File: config.mk
export PLATFORM = sky130hd
export DESIGN_NAME = lps_cell
export DESIGN_NICKNAME = d
export VERILOG_FILES = /design/src/rtl/lps_pkg.sv /design/src/rtl/lps_cell.sv
export SDC_FILE = /design/constraint.sdc
export NUM_CORES = 1
export LEC_CHECK = 0
export BUFFER_PORTS_ARGS = -buffer_cell sky130_fd_sc_hd__buf_2
export CORE_UTILIZATION = 44
export DETAILED_ROUTE_END_ITERATION = 10
export HOLD_SLACK_MARGIN = 0.15
export PLACE_DENSITY = 0.75
export SYNTH_ARGS = -nofsm -noshare
export SYNTH_HDL_FRONTEND = slang
export SYNTH_SLANG_ARGS = --single-unit
export TNS_END_PERCENT = 20
File: constraint.sdc
create_clock -name clk -period 1.45 [get_ports clk]
set_input_delay 0.0725 -clock clk [delete_from_list [all_inputs] [get_ports clk]]
set_output_delay 0.0725 -clock clk [all_outputs]
set_load 0.02 [all_outputs]
File: src/rtl/lps_pkg.sv
// Shared constants and types for the palindrome search block.
package lps_pkg;

  localparam int MAX_LEN_DEF = 256;
  localparam int BYTE_W      = 8;
  localparam int START_W     = 8;
  localparam int LENGTH_W    = 9;
  localparam int CHUNK_MAX   = 32;

  typedef enum logic [2:0] {
    ST_LOAD = 3'b001,
    ST_CALC = 3'b010,
    ST_SCAN = 3'b100
  } state_t;

  typedef struct packed {
    logic start;
    logic step;
    logic clr;
  } cell_ctl_t;

  typedef struct packed {
    logic init;
    logic calc;
    logic scan;
  } trk_ctl_t;

endpackage

File: src/rtl/lps_cell.sv
// One cell of the diagonal chain: a stored character and its slice of the last two diagonals.
module lps_cell (
  input  logic                      clk,
  input  logic                      rst_n,
  input  lps_pkg::cell_ctl_t        ctl,
  input  logic                      wr_en,
  input  logic [lps_pkg::BYTE_W-1:0] din,
  input  logic [lps_pkg::BYTE_W-1:0] nb_partner,
  input  logic                      nb_act,
  input  logic                      nb_p2,
  output logic [lps_pkg::BYTE_W-1:0] partner,
  output logic                      act,
  output logic                      p2,
  output logic                      hit
);
  import lps_pkg::*;

  logic [BYTE_W-1:0] char_r;
  logic [BYTE_W-1:0] partner_r;
  logic              act_r;
  logic              p1_r;
  logic              p2_r;

  // Neighbor holds the far end of the current span and the inner span's result.
  assign hit     = nb_act && (char_r == nb_partner) && nb_p2;
  assign partner = partner_r;
  assign act     = act_r;
  assign p2      = p2_r;

  always_ff @(posedge clk) begin
    if (!rst_n) begin
      act_r <= 1'b0;
    end else if (ctl.clr) begin
      act_r <= 1'b0;
    end else if (wr_en) begin
      act_r <= 1'b1;
    end else if (ctl.step) begin
      act_r <= nb_act;
    end
  end

  always_ff @(posedge clk) begin
    if (wr_en) begin
      char_r    <= din;
      partner_r <= din;
    end else if (ctl.step) begin
      partner_r <= nb_partner;
    end
    // Spans of length zero and one always match.
    if (ctl.start) begin
      p1_r <= 1'b1;
      p2_r <= 1'b1;
    end else if (ctl.step) begin
      p1_r <= hit;
      p2_r <= p1_r;
    end
  end

endmodule

==> results by group, run 1 <==
Status
  • Outcome: complete, but fails checks
  • Violated checks: negative setup slack

Drt
  • Vias: 614
  • Routed wire length: 1720 um
  • DRT Pass-1 Iters: 2
  • Drt wl/cell: 13.0 um
  • Drt drc: 0
  • Final antenna-violating net count: 0
  • Drt initial violations: 10
  • Vias/cell: 4.65

STA
  • Final TNS setup: -0.116 ns
  • Worst setup slack after layout: -0.116 ns
  • Fin crit period: 1.57 ns
  • RSZ-0062 raised after global routing: yes
  • Final setup vio count: 1
  • Hold Fails Final Rpt: 0
  • Pins Over Slew Limit: 0
  • Max Clock Skew: 0.00659 ns
  • Rel. slew slack: 0.740
  • Worst hold margin: 0.165 ns
  • Period utilisation layout: 1.08
  • Max Fclk: 638 MHz
  • Worst slew pin tran: 0.390 ns

Clock tree
  • # clock sinks: 19
  • Clk slew on worst S/H paths: 0.11 ns
  • Post-CTS setup buffer count: 0
  • CTS Buf Count: 3
  • Root buffer cell: clkbuf_4
  • Worst skew pair latency: 0.30 ns
  • Bufs on Longest Clock Path: 2
  • CTS tree: done
  • Htree depth: 1

Global routing
  • First-pass GRT wire length: 2610 um
  • Initial antenna violation count: 0
  • GRT Overall Usage: 0.193
  • Gr ovfl total: 0
  • Largest net degree at the start of global routing: 19
  • Vias in the first global route: 615

Layout
  • Diode count: 0
  • Layout cell share with drive strength beyond 1: 0.454
  • Layout area overhead: 56.7%
  • Fin nets: 133
  • Finished Core Util: 0.776

Pwr
  • Peak supply drop: 536 uV
  • P_leak: 0.509 nW
  • Total power: 1.15 mW
  • PwrDens: 931 mW/mm2

Worst setup path
  • CP Depth: 5
  • Crit Path Class: flop to output pin
  • Data required time of the worst path: 1.38 ns
  • Startpoint Class: flop
  • CP max-delay cell: edfxtp_1
  • Top delay family on crit path: simple AND/OR/NAND/NOR gates
  • RR Startpoint: act
  • CP max stage delay: 0.40 ns
  • Worst-case reg-to-reg path depth: 4
  • Worst path arrival time: 1.49 ns
  • Critical Path Fanout Max: 2
  • Register-to-register setup slack: 0.06 ns
  • FF-to-FF End: act
  • Buf/Inv on CP: 1
  • Worst Setup End Kind: output pin
  • CP cell instances: xor2_1 -> nor3_1 -> nand3_1 -> nor4_2 -> buf_4

Logic synthesis
  • Synth Warn #: 0
  • Syn_nets: 74
  • Netlist cell types: 18
  • Syn Std Cell Area: 790 um2
  • Syn Area/Cell: 15.8 um2
  • Register area share after synthesis: 0.685
  • Post-Synthesis Cells: 50
  • Yosys reg bits: 19

Floorplan
  • Placeable Area: 0.00159 mm2
  • I/O pin count: 35
  • Die width: 44.4 um
  • DIE AREA: 0.00197 mm2
  • Row count: 14
  • Initial Utilization: 0.495
  • Die Y: 44.4 um

Run
  • Max-cap violations: 0

Min path
  • Min-delay src: nb_partner[1]
  • HP Class: input port to flop
  • Min-Delay Endpoint: p1_r
  • Worst Hold Path Cells: 4

Placed design
  • RD Place Congestion: 0.641
  • Port Buffer Count: 34
## cell type report
cell class	instances	area, um2
Clock buffer	3	22.5
Timing Repair Buffer	55	383
Inverter	1	3.75
Tap cell	24	30.0
Clock inverter	1	5.00
Sequential cell	19	541
Multi-Input combinational cell	29	253
Fill cell	109	357
## how the worst max path moves through the flow
| stage | slack [ns] | from | end |
|---|---|---|---|
| after global routing | -0.24 | char_r[2] | hit |
| final | -0.12 | char_r[2] | hit |
| after floorplan | 0.18 | char_r[0] | p1_r |
| after CTS | -0.15 | char_r[2] | hit |
| after detailed placement | 0.14 | char_r[0] | p1_r |
| after global placement | 0.17 | char_r[0] | p1_r |
## worst min-delay path, cell delays in order
cell and delay, ns:
buf_2 0.09, xnor2_1 0.07, nand3_1 0.12, o21ai_1 0.08
## layout by cell type (no fill, tap or decap), types with 2 or more instances in the layout
cell type / instances
buf_2: 33
mux2_2: 8
dlygate4sd3_1: 21
xor2_1: 5
edfxtp_1: 16
xnor2_1: 3
clkbuf_4: 3
nand3_1: 2
dfxtp_1: 3
nor2b_1: 2
## layer usage
layer / global-route usage / vias to the layer above / wire [um]
met5: 0 / - / 0
met4: 0.127 / 0 / 48
met3: 0.0490 / 6 / 69
met2: 0.341 / 21 / 916
met1: 0.201 / 283 / 687
li1: - / 304 / -
## cells in the mapped netlist (all sizes together)
cell | number | area [um2]
mux2 | 8 | 90.1
nor3 | 1 | 5.00
inv | 1 | 3.75
nor3b | 1 | 7.51
edfxtp | 16 | 480
nand3 | 2 | 10.0
dfxtp | 3 | 60.1
o21ai | 1 | 5.00
nor2b | 2 | 12.5
xnor2 | 3 | 26.3
nor4 | 1 | 6.26
a211oi | 1 | 7.51
xor2 | 5 | 43.8
a21oi | 1 | 5.00
or4 | 1 | 7.51
clkbuf | 1 | 3.75
or2 | 1 | 6.26
a211o | 1 | 8.76
## stage by stage
step	area, um2	worst slack (ns)	cells
floorplan	796	0.182	50
global placement	992	0.173	107
detailed placement	992	0.141	107
CTS	1230	-0.154	132
global route	1240	-0.238	132
finish	1240	-0.116	132
## power by group
group	switching (mW)	total [mW]	internal [mW]
registers	0.0156	0.662	0.646
clock network	0.164	0.266	0.103
logic	0.108	0.224	0.117
total	0.287	1.15	0.865
## flip-flops by register name (all words and copies together), names as in the netlist
register and count:
act 1, char_r 8, p1_r 1, p2 1, partner 8
## timing repair
item	in CTS	in global routing
hold endpoints to repair	19	0
gates resized for setup	0	2
setup endpoints to repair	1	2
hold buffers	21	0
## kinds of logic after synthesis
logic type | share of synthesized area
and+or+nand+nor | 0.0697
AOI/OAI and AO/OA | 0.0333
buffers and inverters | 0.00950
DFF | 0.685
muxes | 0.114
xor gates and xnor gates | 0.0888
No activity file was read; power rests on OpenSTA's default activity.
==> run 2, diff against run 1 <==
- ABC_AREA: unset -> 1
- CORE_UTILIZATION: 44 -> 46
- PLACE_DENSITY: 0.75 -> 0.77
==> run 2 against run 1 <==
The flow now finishes without violations. Maximum frequency up 9.7%. Sequential power hardly changed. Power shrank 0.92%. Count of clock-buffer cells in the layout is 1 higher. Final cell count is 25% higher. Combinational power hardly changed. Utilization decreased by 4.2 points. Largest power group unchanged.
==> results by group, run 2 <==
Logic synthesis
  • Simple-Gate Fraction of Synth Area: 0.171
  • Post-synthesis mux area share: 0.0398
  • Register area share after synthesis: 0.637
  • Synth Area in Compound Gates: 0.0634
  • Synth top area cells: edfxtp_1 57%, nand2_1 12%, dfxtp_1 7.1%, inv_1 6.2%, mux2_2 4.0%
  • Netlist cell types: 14
  • Synth Flop Type: edfxtp_1
  • XOR/XNOR Fraction of Synth Area: 0.0206
  • Post-Synthesis Cells: 85
  • Top cell type's share of synthesized area: 0.566
  • Post-synth top cells: 28 x nand2_1, 16 x edfxtp_1, 14 x inv_1
  • Post-synth EDFFs: 16
  • Syn_nets: 109
  • Syn Std Cell Area: 848 um2
  • Largest area contributor in the netlist: edfxtp_1
  • Main combinational cell family by area after synthesis: simple AND/OR/NAND/NOR gates
  • Synth Warn #: 0
  • Synthesized-area fraction occupied by adder cells: 0
  • Fraction of registers with async set/reset: 0
  • Yosys reg bits: 19
  • Cell with the most instances after synthesis: nand2_1
  • Syn Area/Cell: 9.98 um2

STA
  • Max Clock Skew: 0.00339 ns
  • Worst slew pin tran: 0.409 ns
  • Period utilisation layout: 0.985
  • Fin crit period: 1.43 ns
  • Final setup vio count: 0
  • Max Fclk: 700 MHz
  • Hold Fails Final Rpt: 0
  • Worst setup slack after layout: 0.0214 ns
  • Pins Over Slew Limit: 0
  • RSZ-0062 raised after global routing: yes
  • Rel. slew slack: 0.727

Placed design
  • Dpl ws: 0.357 ns
  • Detailed placer's ending HPWL: 1110 um
  • Dpl cell area: 0.00104 mm2
  • Port Buffer Count: 34
  • RD Place Congestion: 0.712

Drt
  • Vias: 733
  • Drt wl/cell: 10.7 um
  • Routed wire length: 1760 um
  • Final antenna-violating net count: 0
  • Vias/cell: 4.44
  • Drt drc: 0
  • Drt initial violations: 5
  • DRT Pass-1 Iters: 4

Worst setup path
  • Buf/Inv on CP: 2
  • CP max-delay cell: edfxtp_1
  • Crit Path Class: flop to output pin
  • Register-to-register setup slack: 0.21 ns
  • Worst path arrival time: 1.36 ns
  • Critical Path Fanout Max: 2
  • CP cell instances: inv_1 -> nand2_1 -> nand2_1 -> nand2_1 -> nor2_2 -> and3_1 -> buf_6
  • RR Startpoint: act
  • Data required time of the worst path: 1.38 ns
  • Worst-case reg-to-reg path depth: 5
  • Startpoint Class: flop
  • Worst Setup End Kind: output pin
  • Most common cell on crit path: nand2_1
  • FF-to-FF End: act
  • Top delay family on crit path: simple AND/OR/NAND/NOR gates
  • CP max stage delay: 0.39 ns

Clock tree
  • Htree depth: 1
  • Post-CTS setup buffer count: 0
  • Clk slew on worst S/H paths: 0.10 ns
  • CTS tree: done
  • CTS Buf Count: 3
  • # clock sinks: 19
  • Bufs on Longest Clock Path: 2
  • Worst skew pair latency: 0.28 ns
  • Root buffer cell: clkbuf_4

Min path
  • Min-delay src: nb_partner[6]
  • HP Class: input port to flop
  • Worst Hold Path Cells: 3
  • Min-Delay Endpoint: partner[6]

Layout
  • Layout cell share with drive strength beyond 1: 0.307
  • Commonest non-fill, non-tap cell in the layout: buf_2
  • Most frequent cells in the layout: 32 x buf_2, 28 x nand2_1, 19 x dlygate4sd3_1, 16 x edfxtp_1, 14 x inv_1
  • Area of the multi-input gates: 255 um2
  • FF/Latch Area: 541 um2
  • Fin area: 0.00127 mm2
  • Layout area overhead: 49.4%
  • Fillers: 142
  • Fin nets: 165
  • Finished Core Util: 0.734
  • Diode count: 0

Global routing
  • GRT Overall Usage: 0.197
  • Vias in the first global route: 702
  • Gr ovfl total: 0
  • First-pass GRT wire length: 2810 um
  • Initial antenna violation count: 0
  • Largest net degree at the start of global routing: 24

Floorplan
  • Placeable Area: 0.00173 mm2
  • Row count: 15
  • I/O pin count: 35
  • DIE AREA: 0.00202 mm2
  • Die Y: 44.9 um
  • Initial Utilization: 0.491
  • Die width: 44.9 um

Pwr
  • Clock network power share: 0.224
  • Cell Int Power: 0.858 mW
  • Reg power frac: 0.579
  • Peak supply drop: 582 uV
  • P_leak: 0.612 nW
  • Total power: 1.14 mW
  • Sw power: 0.284 mW
  • PwrDens: 901 mW/mm2
  • Combinational power share: 0.198
  • Sw Ratio: 0.248

Run
  • Max-cap violations: 0

Status
  • Outcome: finished clean
==> run 2: layout make-up <==
class | count | area share
Tap cell | 25 | 0.0247
Multi-Input combinational cell | 51 | 0.201
Sequential cell | 19 | 0.426
Inverter | 14 | 0.0415
Clock buffer | 4 | 0.0207
Timing Repair Buffer | 52 | 0.285
==> run 2: worst reg2reg max path, delay by kind of cell (launching register included) <==
family / cells / cell delay [ns]
buffers and inverters: 2 / 0.60
DFF: 1 / 0.34
and+or+nand+nor: 2 / 0.12
AOI/OAI and AO/OA: 1 / 0.12
==> run 2: per-stage QoR <==
step	TNS [ns]	hold WS (ns)	std cells
global route	-0.0767	0.164	165
finish	0	0.145	165
floorplan	0	0.144	85
global placement	0	0.228	143
CTS	0	0.156	167
detailed placement	0	0.239	143
==> run 2: worst max-delay path by stage <==
stage | start | endpoint | slack [ns] | cells past startpoint
after global placement | char_r[3] | hit | 0.37 | 7
final | char_r[4] | hit | 0.02 | 7
after detailed placement | char_r[3] | hit | 0.36 | 7
after CTS | char_r[3] | hit | 0.02 | 7
after floorplan | char_r[3] | hit | 0.46 | 6
after global routing | char_r[4] | hit | -0.08 | 7
==> run 2: kinds of logic (layout without fill, tap and decap cells) <==
logic type / Yosys count / in the layout
flops: 19 / 19
mux: 3 / 3
xor+xnor: 2 / 2
compound gates: 10 / 10
simple gates: 36 / 36
buf+inv: 15 / 70
==> run 2: power by group through the flow <==
stage / clock [mW] / sequential, mW / combinational [mW]
6_report: 0.255 / 0.661 / 0.226
3_5_place_dp: 0 / 0.674 / 0.181
2_1_floorplan: 0 / 0.712 / 0.0639
5_1_grt: 0.284 / 0.667 / 0.251
4_1_cts: 0.269 / 0.661 / 0.224
3_3_place_gp: 0 / 0.672 / 0.179
==> run 2: timing repair <==
| item | 4_1_cts | 5_1_grt |
|---|---|---|
| endpoints found under the hold margin | 19 | 0 |
| hold buffers | 20 | 0 |
| endpoints found under the setup margin | 0 | 1 |
| gates resized for setup | 0 | 4 |
==> run 2: per-layer routing <==
| metal | vias to the layer above | wire [um] | track usage | part of all wire |
|---|---|---|---|---|
| li1 | 386 | - | - | - |
| met1 | 321 | 744 | 0.223 | 0.42 |
| met2 | 24 | 919 | 0.359 | 0.52 |
| met3 | 2 | 89 | 0.0440 | 0.050 |
| met4 | 0 | 10 | 0.0727 | 0.0057 |
| met5 | - | 0 | 0 | 0 |
==> run 3, diff against run 2 <==
- ABC_AREA: 1 -> 0
- CORE_ASPECT_RATIO: unset -> 1.1
- CORE_UTILIZATION: 46 -> 44
- PLACE_DENSITY: 0.77 -> 0.75
==> run 3 against run 2 <==
The run now ends with negative setup slack left. Clock skew fell by 0.0020 ns. Utilization is 2.6 points higher. Register-to-register slack got worse by 0.18 ns. Flip-flop and latch count did not move. First-iteration DRC count increased by 80%. Worst setup slack lost 0.11 ns. Count of clock-buffer cells in the layout unchanged. Sequential share of layout area grew 1.4 points. Largest cell class unchanged. Largest power group unchanged.
==> results by group, run 3 (synthesized netlist as in run 1, its figures left out) <==
Layout
  • Diode count: 0
  • Layout cell share with drive strength beyond 1: 0.440
  • Finished Core Util: 0.760
  • Most frequent cells in the layout: 34 x buf_2, 21 x dlygate4sd3_1, 16 x edfxtp_1, 8 x mux2_2, 5 x xor2_1
  • Fin nets: 134
  • Final Non-Filler Cells: 126
  • Layout area overhead: 55.5%
  • Commonest non-fill, non-tap cell in the layout: buf_2

Min path
  • HP Class: input port to flop
  • Min-delay src: nb_act

Drt
  • Vias: 601
  • Drt drc: 0
  • Drt initial violations: 9
  • Vias/cell: 4.77
  • Drt wl/cell: 12.8 um
  • DRT Pass-1 Iters: 4
  • Final antenna-violating net count: 0
  • Routed wire length: 1610 um

STA
  • Max Clock Skew: 0.00139 ns
  • Worst slew pin tran: 0.375 ns
  • Pins Over Slew Limit: 0
  • Worst setup slack after layout: -0.0914 ns
  • Final setup vio count: 2
  • RSZ-0062 raised after global routing: yes
  • Period utilisation layout: 1.06
  • Max Fclk: 649 MHz
  • Rel. slew slack: 0.750
  • Worst hold margin: 0.201 ns
  • Hold Fails Final Rpt: 0
  • Fin crit period: 1.54 ns

Floorplan
  • Initial Utilization: 0.489
  • Die Y: 46.4 um
  • I/O pin count: 35
  • DIE AREA: 0.00197 mm2
  • Row count: 15
  • Placeable Area: 0.00161 mm2
  • Die width: 42.4 um

Status
  • Outcome: complete, but fails checks
  • Violated checks: negative setup slack

Placed design
  • Placed cells: 100
  • Port Buffer Count: 34
  • RD Place Congestion: 0.634
  • Detailed placer's ending HPWL: 923 um

Global routing
  • First-pass GRT wire length: 2410 um
  • Vias in the first global route: 582
  • Initial antenna violation count: 0
  • Largest net degree at the start of global routing: 19
  • GRT Overall Usage: 0.173
  • Gr ovfl total: 0

Clock tree
  • # clock sinks: 19
  • Bufs on Longest Clock Path: 2
  • Clk slew on worst S/H paths: 0.10 ns
  • Htree depth: 1
  • CTS Buf Count: 3
  • Root buffer cell: clkbuf_4
  • Worst skew pair latency: 0.28 ns
  • CTS tree: done

Worst setup path
  • RR Startpoint: act
  • Worst path arrival time: 1.47 ns
  • Critical Path Fanout Max: 2
  • CP max stage delay: 0.40 ns
  • CP max-delay cell: edfxtp_1
  • Data required time of the worst path: 1.38 ns
  • Crit Path Class: flop to output pin
  • Worst Setup End Kind: output pin
  • Register-to-register setup slack: 0.03 ns
  • CP cell instances: xor2_1 -> nor3_1 -> nand3_1 -> nor4_2 -> buf_2
  • Critical Path Start: char_r[7]
  • Startpoint Class: flop

Pwr
  • Total power: 1.14 mW
  • Sw Ratio: 0.235
  • Clock network power share: 0.223
  • Peak supply drop: 983 uV
  • PwrDens: 926 mW/mm2
  • Combinational power share: 0.196
  • Cell Int Power: 0.870 mW
  • Sw power: 0.267 mW
  • P_leak: 0.510 nW
  • Reg power frac: 0.581

Run
  • Max-cap violations: 0
-- run 3: cell type report --
class	instances	area, um2
sequential	19	541
fill	120	387
tap	17	21.3
inverter	1	3.75
multi-input combinational	29	248
clock buffer	4	26.3
timing repair buffer	56	388
-- run 3: final timing paths --
path / cells past startpoint / to
worst min register to register: 2 / p1_r
worst max register to register: 4 / act
worst min-delay path: 4 / p1_r
worst max-delay path: 5 / hit
-- run 3: timing repair --
| item | 4_1_cts | 5_1_grt |
|---|---|---|
| gates cloned | 0 | 0 |
| setup buffers | 1 | 0 |
| hold buffers | 21 | 0 |
| hold endpoints to repair | 19 | 0 |
| resized for setup | 0 | 0 |
| setup endpoints to repair | 1 | 2 |
-- run 3: layer usage --
metal | global-route usage | vias to the layer above | routed length [um]
li1 | - | 307 | -
met1 | 0.190 | 276 | 612
met2 | 0.326 | 16 | 922
met3 | 0.0431 | 2 | 61
met4 | 0.0625 | 0 | 12
met5 | 0 | - | 0
-- run 3: power groups by stage --
| stage | Combinational (mW) | Sequential (mW) | Clock [mW] |
|---|---|---|---|
| final | 0.223 | 0.660 | 0.253 |
| after global routing | 0.241 | 0.665 | 0.286 |
| after CTS | 0.222 | 0.661 | 0.270 |
| after detailed placement | 0.176 | 0.673 | 0 |
| after global placement | 0.174 | 0.672 | 0 |
| after floorplan | 0.0602 | 0.712 | 0 |
-- run 3: critical path, delay by kind of cell (launching register included) --
kind                      cells  cell delay, ns
and+or+nand+nor               3            0.43
DFF                           1            0.40
buffers and inverters         1            0.20
xor gates and xnor gates      1            0.15
-- run 3: metrics by stage --
stage / instance area [um2] / setup TNS [ns] / setup slack (ns)
2_1_floorplan: 796 / 0 / 0.182
3_3_place_gp: 983 / 0 / 0.131
3_5_place_dp: 983 / 0 / 0.114
4_1_cts: 1230 / -0.126 / -0.126
5_1_grt: 1230 / -0.354 / -0.213
6_report: 1230 / -0.180 / -0.0914
