<file path="config.mk">
export PLATFORM = sky130hd
export DESIGN_NAME = lps_track
export DESIGN_NICKNAME = d
export VERILOG_FILES = /design/src/rtl/lps_pkg.sv /design/src/rtl/lps_track.sv
export SDC_FILE = /design/constraint.sdc
export NUM_CORES = 1
export LEC_CHECK = 0
export ABC_CLOCK_PERIOD_IN_PS = 1700
export BUFFER_PORTS_ARGS = -buffer_cell sky130_fd_sc_hd__buf_2
export CORE_ASPECT_RATIO = 1.4
export CORE_MARGIN = 1
export CORE_UTILIZATION = 50
export CTS_CLUSTER_SIZE = 28
export DETAILED_ROUTE_END_ITERATION = 7
export HOLD_SLACK_MARGIN = 0.03
export PLACE_DENSITY = 0.86
export SLEW_MARGIN = 20
export SYNTH_ARGS = -nofsm -noshare
export SYNTH_HDL_FRONTEND = slang
export SYNTH_SLANG_ARGS = --single-unit
</file>
<file path="constraint.sdc">
create_clock -name clk -period 1.7 [get_ports clk]
set_input_delay 0 -clock clk [delete_from_list [all_inputs] [get_ports clk]]
set_output_delay 0 -clock clk [all_outputs]
set_load 0.02 [all_outputs]
</file>
<file path="src/rtl/lps_pkg.sv">
// Shared constants and types for the palindrome search block.
package lps_pkg;

  localparam int MAX_LEN_DEF = 256;
  localparam int BYTE_W      = 8;
  localparam int START_W     = 8;
  localparam int LENGTH_W    = 9;
  localparam int CHUNK_MAX   = 32;

  typedef enum logic [2:0] {
    ST_LOAD = 3'b001,
    ST_CALC = 3'b010,
    ST_SCAN = 3'b100
  } state_t;

  typedef struct packed {
    logic start;
    logic step;
    logic clr;
  } cell_ctl_t;

  typedef struct packed {
    logic init;
    logic calc;
    logic scan;
  } trk_ctl_t;

endpackage

</file>
<file path="src/rtl/lps_track.sv">
// Best-match tracker: keeps the latest diagonal with a match and finds its first set cell.
module lps_track #(
  parameter int MAX_LEN = lps_pkg::MAX_LEN_DEF
) (
  input  logic                               clk,
  input  logic                               rst_n,
  input  lps_pkg::trk_ctl_t                  ctl,
  input  logic [MAX_LEN-1:0]                 hit,
  input  logic [$clog2(MAX_LEN+1)-1:0]       calc_len,
  output logic                               found,
  output logic [$clog2(MAX_LEN)-1:0]         best_start,
  output logic [$clog2(MAX_LEN+1)-1:0]       best_length
);
  import lps_pkg::*;

  localparam int CNT_W = $clog2(MAX_LEN + 1);
  localparam int IDX_W = $clog2(MAX_LEN);
  localparam int CH    = (MAX_LEN < CHUNK_MAX) ? MAX_LEN : CHUNK_MAX;
  localparam int CH_W  = $clog2(CH);
  localparam int NGRP  = (MAX_LEN + CH - 1) / CH;
  localparam int PAD   = NGRP * CH;

  function automatic logic [CH_W-1:0] low_idx(input logic [CH-1:0] v);
    logic [CH_W-1:0] idx;
    idx = '0;
    for (int k = CH - 1; k >= 0; k--) begin
      if (v[k]) idx = CH_W'(k);
    end
    return idx;
  endfunction

  logic [PAD-1:0]   hv_pad;
  logic [NGRP-1:0]  grp_nxt;
  logic [PAD-1:0]   hv_r;
  logic [NGRP-1:0]  grp_r;
  logic [CNT_W-1:0] hl_r;
  logic             pv_r;
  logic [PAD-1:0]   bvec_r;
  logic [CNT_W-1:0] blen_r;
  logic [IDX_W-1:0] bst_r;

  assign hv_pad = PAD'(hit);

  for (genvar g = 0; g < NGRP; g++) begin : g_grp
    assign grp_nxt[g] = |hv_pad[g*CH +: CH];
  end

  assign found       = |bvec_r[CH-1:0];
  assign best_start  = bst_r + IDX_W'(low_idx(bvec_r[CH-1:0]));
  assign best_length = blen_r;

  always_ff @(posedge clk) begin
    if (!rst_n) begin
      pv_r <= 1'b0;
    end else begin
      pv_r <= ctl.calc;
    end
  end

  always_ff @(posedge clk) begin
    hv_r  <= hv_pad;
    grp_r <= grp_nxt;
    hl_r  <= calc_len;
    if (ctl.init) begin
      bvec_r <= PAD'(1);
      blen_r <= CNT_W'(1);
      bst_r  <= '0;
    end else begin
      // A diagonal with any match is always longer than the best so far.
      if (pv_r && (|grp_r)) begin
        bvec_r <= hv_r;
        blen_r <= hl_r;
      end
      if (ctl.scan) begin
        bvec_r <= bvec_r >> CH;
        bst_r  <= bst_r + IDX_W'(CH);
      end
    end
  end

endmodule

</file>
==> results of run 1 <==
## synth_stat cells (2+ instances only)
master	number
a2111oi_0	2
a21o_1	224
a21oi_1	270
a221oi_1	2
and2_1	2
buf_2	5
buf_4	2
buf_6	22
clkbuf_1	108
dfxtp_1	542
inv_1	7
nand2_1	757
nand4_1	17
nor2_1	15
nor3_1	6
nor3b_1	2
nor4_1	71
o21a_1	2
o21ai_0	3
o31ai_1	4
or2_2	9
or4_1	5
## per-stage QoR
step	setup slack (ns)	hold slack [ns]
4_1_cts	-0.423	0.0386
3_3_place_gp	-0.155	0.103
3_5_place_dp	-0.239	0.104
2_1_floorplan	-0.0267	0.0277
## per-layer routing
metal	GRT overflow	track usage, %
met1	0	59.6
met2	18	83.6
met3	0	40.6
met4	16	62.7
met5	0	7.62
## cell families after synthesis
family          Yosys count  share of synthesized area, %
simple gates            887                          19.7
flops                   542                          59.0
compound gates          512                          17.2
buf+inv                 145                          3.93
xor+xnor                  2                        0.0952
mux                       1                        0.0544
fa+ha+maj                 1                        0.0680
## what timing repair did
item	4_1_cts
endpoints found under the hold margin	377
hold buffers	269
setup buffers	57
pin swaps	549
gates resized for setup	553
endpoints found under the setup margin	271
cloned	72
==> summary.txt, run 1 <==
Synth
  – Mapped Cells: 2,090
  – Mapped Nets: 2,361
  – Register area share after synthesis: 59.0%
  – YS warnings: 0
  – Netlist cell types: 35
  – Yosys reg bits: 542
  – Area contributors post-synth: dfxtp_1 59%, nand2_1 15%, a21o_1 9.1%
  – Top-area cell type share of the netlist area: 59.0%
  – EDFF count, synth: 0
  – Asr flop ratio synth: 0%
  – Syn_area_per_cell: 8.81 sq um
  – Top FF cell, synth: dfxtp_1
  – Mapped Area: 18,400 sq um
  – Leading area contributor after synthesis: dfxtp_1

Place
  – PortBufs: 287
  – Cell Count Post-Placement: 2,750
  – Placed cell area: 20,400 sq um
  – Post-DP HPWL: 35.0 mm
  – GPL Wtd Cong: 0.962

GRT
  – Pin count of the biggest net entering global routing: 127
  – Gr usage total: 61.5%
  – Grt ovf: 34

STA
  – GR repair worst EP: best_start[0]
  – Type of pin the worst path ends at: output port

Die
  – Initial Utilization: 51.1%
  – Die Y: 229 microns
  – Row count: 82
  – Ports: 288
  – Die width: 164 microns

Status
  – Tool Error: [ERROR GRT-0232] Routing congestion too high. Check the congestion heatmap in the GUI.
  – Status: stopped before the end
  – Exit stage: global routing (5_1_grt)

Clocking
  – Num CTS Buffers: 48
  – Sink Count: 542
  – CTS Root Cell: clkbuf_16
  – CTS H-tree depth: 2
  – CTS max path bufs: 3
==> inputs of run 2 (changes only) <==
==> config.mk (replaced) <==
export PLATFORM = sky130hd
export DESIGN_NAME = lps_track
export DESIGN_NICKNAME = d
export VERILOG_FILES = /design/src/rtl/lps_pkg.sv /design/src/rtl/lps_track.sv
export SDC_FILE = /design/constraint.sdc
export NUM_CORES = 1
export LEC_CHECK = 0
export ABC_CLOCK_PERIOD_IN_PS = 2200
export BUFFER_PORTS_ARGS = -buffer_cell sky130_fd_sc_hd__buf_2
export CORE_MARGIN = 1
export CORE_UTILIZATION = 40
export DETAILED_ROUTE_END_ITERATION = 7
export PLACE_DENSITY_LB_ADDON = 0.15
export SLEW_MARGIN = 20
export SYNTH_ARGS = -nofsm -noshare
export SYNTH_HDL_FRONTEND = slang
export SYNTH_SLANG_ARGS = --single-unit
==> constraint.sdc (replaced) <==
create_clock -name clk -period 2.2 [get_ports clk]
set_input_delay 0 -clock clk [delete_from_list [all_inputs] [get_ports clk]]
set_output_delay 0 -clock clk [all_outputs]
set_load 0.02 [all_outputs]
==> run 2 against run 1 <==
  * The run now ends clean
  * Area after synthesis stayed put
  * Synthesized cell count stayed put
==> summary.txt, run 2 <==
Synth
  – YS warnings: 0
  – Mapped Nets: 2,361
  – Asr flop ratio synth: 0%
  – Mapped Cells: 2,090
  – Top FF cell, synth: dfxtp_1
  – EDFF count, synth: 0
  – Top-area cell type share of the netlist area: 59.0%
  – Most common cell in the netlist: nand2_1
  – Leading area contributor after synthesis: dfxtp_1
  – Syn_area_per_cell: 8.81 sq um
  – Yosys reg bits: 542
  – Area contributors post-synth: dfxtp_1 59%, nand2_1 15%, a21o_1 9.1%
  – Commonest cells in the netlist: 757 x nand2_1, 542 x dfxtp_1, 270 x a21oi_1
  – Netlist cell types: 35
  – Register area share after synthesis: 59.0%
  – Mapped Area: 18,400 sq um

STA
  – FMAX: 465 MHz
  – Relative slew slack: 52.2%
  – Max Slew Vio Count: 0
  – Setup Skew: 0.0181 ns
  – Worst-Margin Slew: 0.710 ns
  – Final setup fails: 0
  – Tcrit/Tclk final: 97.7%
  – Slack of the critical path: 0.0507 ns
  – Final Hold Fails: 0
  – Tmin final: 2.15 ns

Worst hold path
  – Hold Crit Class: in -> reg

Cells and area
  – Fill count: 4,097
  – Post-route cell area: 25,000 sq um
  – Reg area: 10,900 sq um
  – Largest registers: bvec_r x256, hv_r x256
  – Share of cells above drive strength 1: 16.4%
  – Most common cell after layout, fill and taps aside: nand2_1
  – Nets: 2,860
  – Footprint of the multi-input gates: 6900 sq um
  – Commonest non-fill, non-tap cells in the layout: 757 x nand2_1, 538 x dfxtp_1, 283 x buf_2, 270 x a21oi_1, 269 x dlygate4sd3_1
  – Area delta synth->final: 35.9%

Routing
  – WL final: 57.0 mm
  – DRC violations left: 0
  – Wirelength per Cell: 17.6 microns
  – Pre-antenna DRT Iters: 5
  – Iter 0 DRT Violations: 1,003
  – Vias/cell: 4.94
  – Post-route ant nets: 0
  – Via count: 16,000

Place
  – Place WS: 0.154 ns
  – Post-DP HPWL: 37.8 mm
  – PortBufs: 287
  – Placed cell area: 20,300 sq um
  – GPL Wtd Cong: 0.840

GRT
  – Vias in the first global route: 16,100
  – Initial antenna violation count: 3
  – Gr usage total: 24.1%
  – Pin count of the biggest net entering global routing: 121
  – First-pass GRT wire length: 87.7 mm
  – Grt ovf: 0

Die
  – Die Y: 217 microns
  – Die area: 46,900 sq um
  – Initial Utilization: 40.6%
  – Core footprint: 45,400 sq um
  – Ports: 288
  – Die width: 217 microns
  – Row count: 78

Status
  – Status: finished clean

Critical path
  – Startpoint types: flip-flop
  – Crit end category: output port
  – Worst-path fanout max: 6
  – Worst setup path category: reg -> out
  – Crit path DAT: 2.15 ns
  – Worst path required time: 2.20 ns

Clocking
  – Worst skew pair latency: 0.61 ns
  – Sink Count: 542
  – CTS max path bufs: 3
  – Postcts setup bufs: 0
  – Clock-pin slew on the worst setup and hold paths: 0.06 ns
  – CTS H-tree depth: 2
  – Num CTS Buffers: 54
  – CTS Root Cell: clkbuf_16
  – CTS tree: done

Power and ir drop
  – Leakage: 9.64 nW
  – Max VDD drop: 0.601 mV
  – P per Cell Area: 884 nW/um^2

Job
  – Max_cap viols: 0
==> run 2: cell counts after synthesis <==
No cell type changed its count.
==> run 2: critical path, stage by stage (launching register included) <==
cell and delay [ns]:
dfxtp_4 0.36, nor2_1 0.12, a221oi_2 0.08, o31ai_2 0.25
o2111ai_1 0.20, a221oi_2 0.35, buf_4 0.20
==> run 2: logic make-up (layout without fill, tap and decap cells) <==
family | count (synthesis) | after routing | share of synthesized area [%]
fa+ha+maj | 1 | 1 | 0.0680
flops | 542 | 542 | 59.0
compound gates | 512 | 512 | 17.2
buf+inv | 145 | 689 | 3.93
xor+xnor | 2 | 2 | 0.0952
mux | 1 | 1 | 0.0544
simple gates | 887 | 887 | 19.7
other cells | 0 | 3 | 0
==> run 2: stage by stage <==
stage	power (mW)	utilization (%)	hold WS [ns]	setup TNS, ns	instances
floorplan	11.4	-	0.0277	0	2090
global placement	12.1	44.8	0.104	0	2864
detailed placement	12.1	44.8	0.107	0	2864
CTS	22.3	55.0	0.00247	0	3234
global route	22.9	55.1	0.0250	-0.0161	3236
finish	22.1	55.1	0.0372	0	3237
==> run 2: report_power, final <==
| part | leakage [nW] | switching, mW | internal [mW] |
|---|---|---|---|
| registers | 4.49 | 0.200 | 10.2 |
| clock network | 0.944 | 3.97 | 5.88 |
| logic | 4.20 | 0.943 | 0.885 |
==> run 2: per-layer routing <==
layer	wire length [microns]	GRT usage, %
met2	28400	42.3
met3	2600	4.01
met1	23900	29.0
met5	0	0
met4	2110	9.77
==> run 2: repair_timing <==
| item | in CTS | in global routing |
|---|---|---|
| hold buffers | 269 | 0 |
| pin swaps | 0 | 4 |
| endpoints found under the hold margin | 336 | 0 |
| endpoints found under the setup margin | 3 | 7 |
| gates resized for setup | 3 | 16 |
==> run 2: final cells by class <==
type                       count  share of cell area, %
sequential                   542                   43.4
multi-input combinational   1403                   27.6
timing repair buffer         581                   18.2
clock buffer                  76                   6.38
tap                          600                   3.00
clock inverter                25                   1.30
inverter                       7                  0.105
antenna                        3                 0.0300
==> run 2: final timing paths <==
| path | start | to | slack [ns] | cells after the start |
|---|---|---|---|---|
| worst max-delay path | bvec_r[28] | best_start[0] | 0.05 | 6 |
| worst min-delay path | calc_len[2] | hl_r[2] | 0.04 | 2 |
| worst max register to register | grp_r[1] | bvec_r[29] | 0.09 | 6 |
| worst min register to register | hv_r[238] | bvec_r[238] | 0.43 | 2 |
No activity file was read; power rests on OpenSTA's default activity.
==> inputs of run 3 (changes only) <==
--- a/config.mk
+++ b/config.mk
@@ -6,9 +6,9 @@
 export NUM_CORES = 1
 export LEC_CHECK = 0
 export ABC_CLOCK_PERIOD_IN_PS = 2200
-export BUFFER_PORTS_ARGS = -buffer_cell sky130_fd_sc_hd__buf_2
+export BUFFER_PORTS_ARGS = -buffer_cell sky130_fd_sc_hd__clkbuf_2
 export CORE_MARGIN = 1
-export CORE_UTILIZATION = 40
+export CORE_UTILIZATION = 25
 export DETAILED_ROUTE_END_ITERATION = 7
 export PLACE_DENSITY_LB_ADDON = 0.15
 export SLEW_MARGIN = 20
==> run 3 against run 2 <==
  * Sequential share of layout area decreased by 2.3 points
  * Fmax increased by 1.1%
  * First-iteration DRC count decreased by 15%
  * Largest cell class unchanged
  * Highest routed layer is now met5
  * Die area increased by 59%
==> summary.txt, run 3 (synthesis gave the netlist of run 2 again) <==
Status
  – Status: finished clean

Critical path
  – Crit end category: output port
  – R2r setup slk: 0.16 ns
  – Worst-path fanout max: 3
  – Worst setup path category: reg -> out
  – Startpoint types: flip-flop
  – Crit path DAT: 2.13 ns
  – Worst path required time: 2.20 ns

Place
  – PortBufs: 287
  – Placed cell area: 20,700 sq um
  – GPL Wtd Cong: 0.825
  – Post-DP HPWL: 43.8 mm

Die
  – Initial Utilization: 25.2%
  – Die area: 74,700 sq um
  – Core footprint: 73,000 sq um
  – Ports: 288
  – Die width: 273 microns
  – Row count: 99
  – Die Y: 273 microns

Routing
  – Via count: 16,100
  – Post-route ant nets: 0
  – Met2 routed WL: 32.3 mm
  – DRC violations left: 0
  – M1 WL: 27.7 mm
  – Pre-antenna DRT Iters: 5
  – Iter 0 DRT Violations: 849
  – Met3 WL: 2.33 mm
  – Wirelength per Cell: 17.4 microns
  – Highest routed layer: met5
  – Vias/cell: 4.38
  – WL final: 63.9 mm

Cells and area
  – Fill count: 7,423
  – Share of cells above drive strength 1: 16.9%
  – Nets: 2,944
  – Reg area: 10,900 sq um
  – Area delta synth->final: 43.6%
  – Post-layout util: 36.2%
  – Commonest non-fill, non-tap cells in the layout: 757 x nand2_1, 532 x dfxtp_1, 343 x dlygate4sd3_1, 281 x clkbuf_2, 269 x a21oi_1
  – Largest registers: bvec_r x256, hv_r x256
  – Post-route cell area: 26,400 sq um
  – Footprint of the multi-input gates: 6940 sq um
  – Most common cell after layout, fill and taps aside: nand2_1

STA
  – Relative slew slack: 53.4%
  – Tmin final: 2.13 ns
  – Tcrit/Tclk final: 96.6%
  – Worst-Margin Slew: 0.699 ns
  – Final setup fails: 0
  – RSZ-0062 raised after global routing: true
  – Max Slew Vio Count: 0
  – Setup Skew: 0.0224 ns
  – Final Hold Fails: 0
  – FMAX: 470 MHz

GRT
  – Vias in the first global route: 16,700
  – Gr usage total: 16.8%
  – Grt ovf: 0
  – Initial antenna violation count: 3
  – Pin count of the biggest net entering global routing: 131
  – First-pass GRT wire length: 95.9 mm

Clocking
  – CTS H-tree depth: 2
  – CTS max path bufs: 3
  – Num CTS Buffers: 58
  – Sink Count: 542
  – Worst skew pair latency: 0.63 ns
  – CTS tree: done
  – Clock-pin slew on the worst setup and hold paths: 0.06 ns
  – CTS Root Cell: clkbuf_16

Power and ir drop
  – Sequential power share: 45.8%
  – Switching share of total power: 23.6%
  – Max VDD drop: 0.587 mV
  – Psw: 5.38 mW
  – Int Power: 17.4 mW
  – Combinational Power Share: 8.8%
  – Clk pwr share: 45.5%
  – Leakage: 10.1 nW
  – P per Cell Area: 863 nW/um^2

Job
  – Max_cap viols: 0

Worst hold path
  – Hold Crit Class: in -> reg
[run 3: repair_timing]
item                       4_1_cts  5_1_grt
setup endpoints to repair        4       78
gates cloned                     0        1
hold endpoints to repair       503        0
setup buffers                    2        2
pin swaps                        8        6
resized for setup               16       31
hold buffers                   343        0
[run 3: cell type report]
class | instances | area share, %
well taps | 959 | 4.54
clock buffers | 86 | 6.76
inverters | 7 | 0.0994
flip-flops and latches | 542 | 41.1
repair buffers | 661 | 20.2
multi-input cells | 1403 | 26.3
clock inverters | 22 | 1.01
diodes | 1 | 0.00947
[run 3: power by group through the flow]
stage                     Combinational, mW  Clock, mW  Sequential (mW)
after CTS                              1.98       10.7             10.4
after floorplan                       0.816          0             10.6
after global routing                   2.20       11.1             10.5
final                                  2.00       10.4             10.4
after global placement                 1.46          0             10.7
after detailed placement               1.47          0             10.7
[run 3: worst paths after layout]
check              from              to  depth (start not counted)
max          bvec_r[30]   best_start[2]                          7
min            hit[129]       hv_r[129]                          2
max reg2reg    grp_r[1]     bvec_r[197]                          8
min reg2reg     hl_r[5]  best_length[5]                          2
[run 3: routing by layer]
metal	global-route usage (%)	vias to the layer above
met5	0	-
met4	4.93	2
met3	2.32	97
met2	30.4	320
met1	20.4	7558
li1	-	8132
[run 3: metrics by stage]
| step | setup WS [ns] | setup TNS (ns) | total power, mW | hold slack, ns | std cells |
|---|---|---|---|---|---|
| global route | -0.0338 | -0.0338 | 23.7 | 0.0174 | 3680 |
| floorplan | 0.413 | 0 | 11.4 | 0.0277 | 2090 |
| global placement | 0.128 | 0 | 12.1 | 0.105 | 3224 |
| CTS | -0.0611 | -0.0611 | 23.1 | 0.000232 | 3677 |
| detailed placement | 0.101 | 0 | 12.1 | 0.104 | 3224 |
| finish | 0.0743 | 0 | 22.8 | 0.0420 | 3681 |
[run 3: worst max-delay path, cell delays in order (launching register included)]
cell      delay (ns)
dfxtp_2         0.32
buf_4           0.13
or4_4           0.53
a21oi_2         0.14
o21ai_0         0.07
nand2_1         0.12
a21boi_2        0.07
buf_6           0.13
==> inputs of run 4 (changes only) <==
--- a/config.mk
+++ b/config.mk
@@ -10,7 +10,8 @@
 export CORE_MARGIN = 1
 export CORE_UTILIZATION = 25
 export DETAILED_ROUTE_END_ITERATION = 7
-export PLACE_DENSITY_LB_ADDON = 0.15
+export PLACE_DENSITY = 0.49
+export RECOVER_POWER = 100
 export SLEW_MARGIN = 20
 export SYNTH_ARGS = -nofsm -noshare
 export SYNTH_HDL_FRONTEND = slang
==> run 4 against run 3 <==
  * Clock skew increased by 0.0053 ns
  * The run now ends with max-capacitance violations, max-slew violations left
  * Non-clock buffer count shrank 75
  * Sequential power about the same
==> summary.txt, run 4 (synthesis gave the netlist of run 2 again) <==
Cells and area
  – Fill count: 7,568
  – Most common cell after layout, fill and taps aside: nand2_1
  – Final Instance Count excl. Fillers: 3,604
  – Share of cells above drive strength 1: 7.87%
  – Area delta synth->final: 37.8%
  – Commonest non-fill, non-tap cells in the layout: 757 x nand2_1, 538 x dfxtp_1, 271 x dlygate4sd3_1, 269 x a21oi_1, 250 x clkbuf_1
  – Largest registers: bvec_r x256, hv_r x256
  – Nets: 2,869

Routing
  – WL final: 60.9 mm
  – DRC violations left: 0
  – Iter 0 DRT Violations: 873
  – Wirelength per Cell: 16.9 microns
  – Post-route ant nets: 0
  – Vias/cell: 4.42
  – Pre-antenna DRT Iters: 7
  – Via count: 15,900

Critical path
  – Worst-path fanout max: 3
  – Crit end category: output port
  – Startpoint types: flip-flop
  – Slowest-stage cell, CP: or4_4
  – CP Cell Sequence: buf_6, or4_4, a21oi_2, o21ai_1, nand2_1, a21boi_2, clkbuf_8
  – Crit path DAT: 2.13 ns
  – Worst setup path category: reg -> out
  – Worst path required time: 2.20 ns
  – Largest stage delay on the critical path: 0.47 ns

Die
  – Ports: 288
  – Die width: 273 microns
  – Die area: 74,700 sq um
  – Die Y: 273 microns
  – Core footprint: 73,000 sq um
  – Row count: 99
  – Initial Utilization: 25.2%

Clocking
  – CTS H-tree depth: 2
  – CTS tree: done
  – Clock-pin slew on the worst setup and hold paths: 0.06 ns
  – Num CTS Buffers: 58
  – Worst skew pair latency: 0.62 ns
  – Sink Count: 542
  – CTS Root Cell: clkbuf_16
  – CTS max path bufs: 3

STA
  – RSZ-0062 raised after global routing: true
  – Slack of the critical path: 0.0651 ns
  – Tmin final: 2.13 ns
  – FMAX: 468 MHz
  – Setup Skew: 0.0277 ns
  – Worst-Margin Slew: 1.57 ns
  – Max Slew Vio Count: 59
  – Final Hold Fails: 0
  – Tcrit/Tclk final: 97.0%
  – Final setup fails: 0
  – Relative slew slack: -4.74%

Status
  – Failing checks: max-capacitance violations, max-slew violations
  – Status: complete, but fails checks

Place
  – GPL Wtd Cong: 0.878
  – Post-DP HPWL: 43.0 mm
  – PortBufs: 287
  – Cell Count Post-Placement: 3,224
  – Place WS: 0.103 ns

Power and ir drop
  – Leakage: 9.06 nW
  – Power, Total: 22.6 mW
  – P per Cell Area: 891 nW/um^2
  – Max VDD drop: 0.595 mV

GRT
  – Vias in the first global route: 15,900
  – Initial antenna violation count: 2
  – Pin count of the biggest net entering global routing: 138
  – Grt ovf: 0
  – Gr usage total: 15.8%
  – First-pass GRT wire length: 90.8 mm

Worst hold path
  – Hold Crit Class: in -> reg

Job
  – Max_cap viols: 1
[run 4: cell types whose count changed in the layout (fill, tap and decap cells not counted), moves of 3 or more]
cell           change
buf_4              -9
buf_6              +3
bufinv_16          +4
clkbuf_1         +244
clkbuf_2         -237
clkbuf_4           +3
clkbuf_8           -9
dfxtp_1            +6
dfxtp_2            -6
dlygate4sd3_1     -72
[run 4: power breakdown]
group | switching (mW) | internal (mW)
combinational | 0.986 | 0.841
clock | 4.05 | 6.28
sequential | 0.206 | 10.2
[run 4: layer usage]
layer | GRT usage (%) | vias to the layer above | routed length [microns]
li1 | - | 7973 | -
met1 | 19.8 | 7477 | 26200
met2 | 27.9 | 398 | 30100
met3 | 2.41 | 96 | 3090
met4 | 4.50 | 2 | 1470
met5 | 0 | - | 13
[run 4: repair_timing]
action,4_1_cts,5_1_grt
hold buffers,271,0
pin swaps,5,8
setup buffers,2,0
resized for setup,21,18
endpoints found under the hold margin,411,0
endpoints found under the setup margin,4,45
[run 4: critical path, delay by kind of cell, from the launching register on]
| family | cells | cell delay [ns] |
|---|---|---|
| AOI/OAI and AO/OA | 3 | 0.31 |
| buffers and inverters | 2 | 0.28 |
| and+or+nand+nor | 2 | 0.58 |
| DFF | 1 | 0.34 |
[run 4: path summary, 6_finish.rpt]
path	startpoint	depth (start not counted)	endpoint	slack [ns]
worst min-delay path	hit[170]	2	hv_r[170]	0.04
worst max register to register	grp_r[5]	7	bvec_r[91]	0.10
worst min register to register	hv_r[224]	2	bvec_r[224]	0.43
worst max-delay path	bvec_r[30]	7	best_start[2]	0.07
[run 4: metrics by stage]
stage / cell area [sq um] / hold slack, ns / utilization (%) / setup TNS (ns)
floorplan: 18400 / 0.0277 / - / 0
global placement: 20800 / 0.105 / 28.5 / 0
detailed placement: 20800 / 0.104 / 28.5 / 0
CTS: 25700 / 0.0000944 / 35.2 / 0
global route: 25400 / 0.0208 / 34.8 / -0.0434
finish: 25400 / 0.0387 / 34.8 / 0
[run 4: final cells by class]
cell class                 count  area, sq um  share of cell area [%]
timing repair buffer         586         4270                    16.8
multi-input combinational   1403         6970                    27.5
clock inverter                26          399                    1.57
tap                          959         1200                    4.73
antenna                        1         2.50                 0.00987
inverter                       7         26.3                   0.104
sequential                   542        10900                    42.8
clock buffer                  80         1640                    6.48
